$ cat config.mk
export PLATFORM = sky130hd
export DESIGN_NAME = rau_unit
export DESIGN_NICKNAME = d
export VERILOG_FILES = /design/src/hdl/assert_macros.svh /design/src/hdl/rau_pkg.sv /design/src/hdl/rau_unit.sv
export SDC_FILE = /design/constraint.sdc
export NUM_CORES = 2
export LEC_CHECK = 0
export BUFFER_PORTS_ARGS = -buffer_cell sky130_fd_sc_hd__buf_2
export CAP_MARGIN = 15
export CORE_MARGIN = 8
export CORE_UTILIZATION = 60
export DETAILED_ROUTE_END_ITERATION = 7
export GPL_ROUTABILITY_DRIVEN = 0
export GPL_TIMING_DRIVEN = 0
export PLACE_DENSITY = 0.78
export SLEW_MARGIN = 40
export SYNTH_ARGS = -nofsm -noshare
export SYNTH_HDL_FRONTEND = slang
export SYNTH_SLANG_ARGS = --single-unit
$ cat constraint.sdc
create_clock -name vclk -period 12.9
set_clock_uncertainty 0.2 [all_clocks]
set_input_delay 2.58 -clock vclk [all_inputs]
set_output_delay 2.58 -clock vclk [all_outputs]
set_load 0.1 [all_outputs]
$ cat src/hdl/assert_macros.svh
// assertion helpers, included by rational_arith_unit_core
`ifndef ASSERT_MACROS_SVH
`define ASSERT_MACROS_SVH

// property that must hold at every clock edge out of reset
`define ASSERT_ALWAYS(label, clk, rst_n, expr, msg) \
    label: assert property (@(posedge clk) disable iff (!(rst_n)) (expr)) \
        else $error(msg);

// antecedent in one cycle implies consequent in the next
`define ASSERT_NEXT(label, clk, rst_n, ante, cons, msg) \
    label: assert property (@(posedge clk) disable iff (!(rst_n)) (ante) |=> (cons)) \
        else $error(msg);

`endif

$ cat src/hdl/rau_pkg.sv
package rau_pkg;

    // operand width default, field widths of the item
    localparam int WIDTH_DEFAULT = 32;
    localparam int FIELD_W       = 32;
    localparam int DEN_W         = 31;
    localparam int OP_W          = 3;
    localparam int STATUS_W      = 2;

    // stream packing
    localparam int S_TDATA_W  = 136;
    localparam int M_TDATA_W  = 72;
    localparam int DEN_LSB    = FIELD_W;
    localparam int EQ_BIT     = FIELD_W + DEN_W;
    localparam int STATUS_LSB = EQ_BIT + 1;

    // operation codes
    typedef enum logic [OP_W-1:0] {
        OP_ADD = 3'd0,
        OP_SUB = 3'd1,
        OP_MUL = 3'd2,
        OP_DIV = 3'd3,
        OP_NEG = 3'd4,
        OP_EQ  = 3'd5
    } op_t;

    // result status codes
    typedef enum logic [STATUS_W-1:0] {
        STATUS_OK   = 2'd0,
        STATUS_DIV0 = 2'd1,
        STATUS_OVF  = 2'd2
    } status_t;

    // sequencer states
    typedef enum logic [3:0] {
        ST_IDLE,
        ST_MUL0,
        ST_MUL1,
        ST_MUL2,
        ST_COMB,
        ST_GCD,
        ST_DIVN,
        ST_DIVD,
        ST_FIN,
        ST_DONE
    } state_t;

endpackage

$ cat src/hdl/rau_unit.sv
module rau_unit #(
    parameter int WIDTH = rau_pkg::WIDTH_DEFAULT
) (
    input  logic [WIDTH-1:0]   mul_a,
    input  logic [WIDTH-1:0]   mul_b,
    output logic [2*WIDTH-1:0] mul_p,
    input  logic [2*WIDTH:0]   sub_a,
    input  logic [2*WIDTH:0]   sub_b,
    output logic [2*WIDTH:0]   sub_diff,
    output logic               sub_borrow
);

    logic [2*WIDTH+1:0] diff_full;

    // unsigned magnitude multiplier, full double-width product
    assign mul_p = (2*WIDTH)'(mul_a) * (2*WIDTH)'(mul_b);

    // shared subtractor with borrow out
    assign diff_full  = {1'b0, sub_a} - {1'b0, sub_b};
    assign sub_diff   = diff_full[2*WIDTH:0];
    assign sub_borrow = diff_full[2*WIDTH+1];

endmodule

==> flow_summary.yaml <==
logic_synthesis:
  ys_warn_count: 0
  synth_area_leaders: "fa_1 (48%), ha_1 (11%), and2_1 (10%), inv_1 (10%), nand2_1 (5.1%)"
  yosysTopAreaCell: "fa_1"
  synthTopCellsByCount: "inv_1 (994), fa_1 (897), and2_1 (619)"
  netlist.area_leader.share_pct: 48.2
  syn_nets: 5716
  ys_seq_area_share_pct: 0
  syn_area_um2: 37300
  avgSynthCellArea_um2: 8.67
  syn_inst: 4297
  synth_cell_type_count: 65
  yosysMostFrequentCell: "inv_1"
die:
  die_y_um: 265
  die_area_um2: 70300
  die_w_um: 265
  initial_utilization_pct: 60.5
  num_rows: 91
  core-area_um2: 61600
  io_pins: 324
timing:
  rsz0062_at_grt: "yes"
  max_freq_mhz: 74.9
  post-route-period-util_pct: 104
  setup_ws_ns: -0.455
  finalCriticalPeriod_ns: 13.36
  final_max_slew_viol_count: 0
  setup_viol: 15
  tightest_slew_ns: 0.940
  finalHoldViolCount: 0
  slew_headroom_pct: 37.3
  fin_tns_setup_ns: -3.39
route:
  via_count: 32485
  ant_nets: 0
  drtIter0Drc: 3401
  drt-vias-per-instance: 5.88
  avgRoutedWirePerCell_um: 24.2
  wirelength_um: 134000
  drt_first_pass_iters: 7
  drc: 0
cells_and_area:
  layout.area.seq_um2: 0
  clock_buffers: 0
  seq_cells: 0
  nets: 6099
  syn_to_final_growth_pct: 14.6
  drive_gt1_share_pct: 15.5
setup_path:
  critPathKind: "primary input to output port"
  endpoint_kind: "output port"
  max_stage_delay_ns: 0.56
  slowest_stage: "fa_1"
  arrival_ns: 10.58
  critical_path.most_common_cell: "fa_1"
  path_max_fanout: 10
  startpoint_type: "primary input"
  crit_required_ns: 10.12
placement:
  io_buffers: 324
  dp_hpwl_um: 111000
min_path:
  hold_path_class: "primary input to output port"
global_routing:
  grt_overflow: 0
  grt_pass1_wl_um: 202000
  grt_max_degree: 11
  antenna_found_initial: 17
  gr-usage-all-layers_pct: 37.6
  grt_pass1_vias: 34260
run_status:
  violations: "negative setup slack"
  outcome: "finished, violations left"
job:
  maxCapViolCount: 0
layout make-up:
| class | instances | area [um^2] |
|---|---|---|
| Multi-Input combinational cell | 3075 | 33600 |
| Fill cell | 4630 | 18900 |
| Inverter | 994 | 3730 |
| Timing Repair Buffer | 390 | 2600 |
| Buffer | 219 | 1710 |
| Tap cell | 837 | 1050 |
| Antenna cell | 10 | 25.0 |
timing repair:
item / 4_1_cts / 5_1_grt
endpoints found under the setup margin: 40 / 32
setup buffers: 33 / 35
gates cloned: 0 / 0
gates resized for setup: 463 / 224
hold buffers: 0 / 0
pin swaps: 40 / 58
metal layers:
layer	GRT usage, %	routed length (um)
met3	16.2	21200
met1	45.1	45200
met4	19.4	9910
met5	0	81
met2	57.7	57600
worst max-delay path: cells and delay by family:
kind | cells | cell delay, ns
simple gates | 3 | 0.56
compound gates | 8 | 2.07
xor+xnor | 1 | 0.20
fa+ha+maj | 9 | 3.90
buf+inv | 11 | 1.24
final timing paths:
kind / depth (start not counted) / startpoint / slack (ns) / endpoint
max: 32 / mul_b[13] / -0.46 / mul_p[61]
min: 4 / sub_b[0] / 5.46 / sub_diff[0]
logic make-up after synthesis:
family | Yosys count | share of synthesized area [%]
simple gates | 1306 | 18.1
fa+ha+maj | 1225 | 59.2
compound gates | 421 | 7.54
xor+xnor | 123 | 2.89
buf+inv | 1222 | 12.3
metrics by stage:
| stage | hold slack [ns] | cells | utilization [%] | cell area [um^2] | worst slack [ns] |
|---|---|---|---|---|---|
| final | 5.46 | 5525 | 69.4 | 42700 | -0.455 |
| after global routing | 5.47 | 5520 | 69.3 | 42700 | -0.649 |
| after CTS | 5.46 | 5484 | 67.9 | 41800 | -0.377 |
| after detailed placement | 5.45 | 5458 | 65.2 | 40200 | -1.80 |
| after global placement | 5.46 | 5458 | 65.2 | 40200 | -1.73 |
| after floorplan | 5.41 | 4297 | - | 37500 | -0.166 |
placed cells by master (no fill, tap or decap), types with 9 or more instances in the layout:
cell type,n
a21o_1,94
a21oi_1,122
a21oi_2,10
a31oi_1,16
and2_1,606
and2_4,13
and3_1,15
buf_12,20
buf_2,291
buf_4,71
buf_6,30
buf_8,20
clkbuf_1,41
clkbuf_16,12
clkbuf_2,66
clkbuf_4,49
clkbuf_8,9
diode_2,10
fa_1,886
fa_2,11
ha_1,308
ha_4,13
inv_1,985
inv_2,9
nand2_1,504
nand2b_1,11
nand3_1,22
nand4_1,24
nor2_1,54
nor2b_1,10
nor3_1,15
o21ai_0,43
o21ai_1,11
o21bai_1,24
xnor2_1,60
xnor2_2,14
xor2_1,36
Power is left out: the tool's default activity adds up to more than one toggle a clock period on the data nets, which glitch-free logic cannot reach.
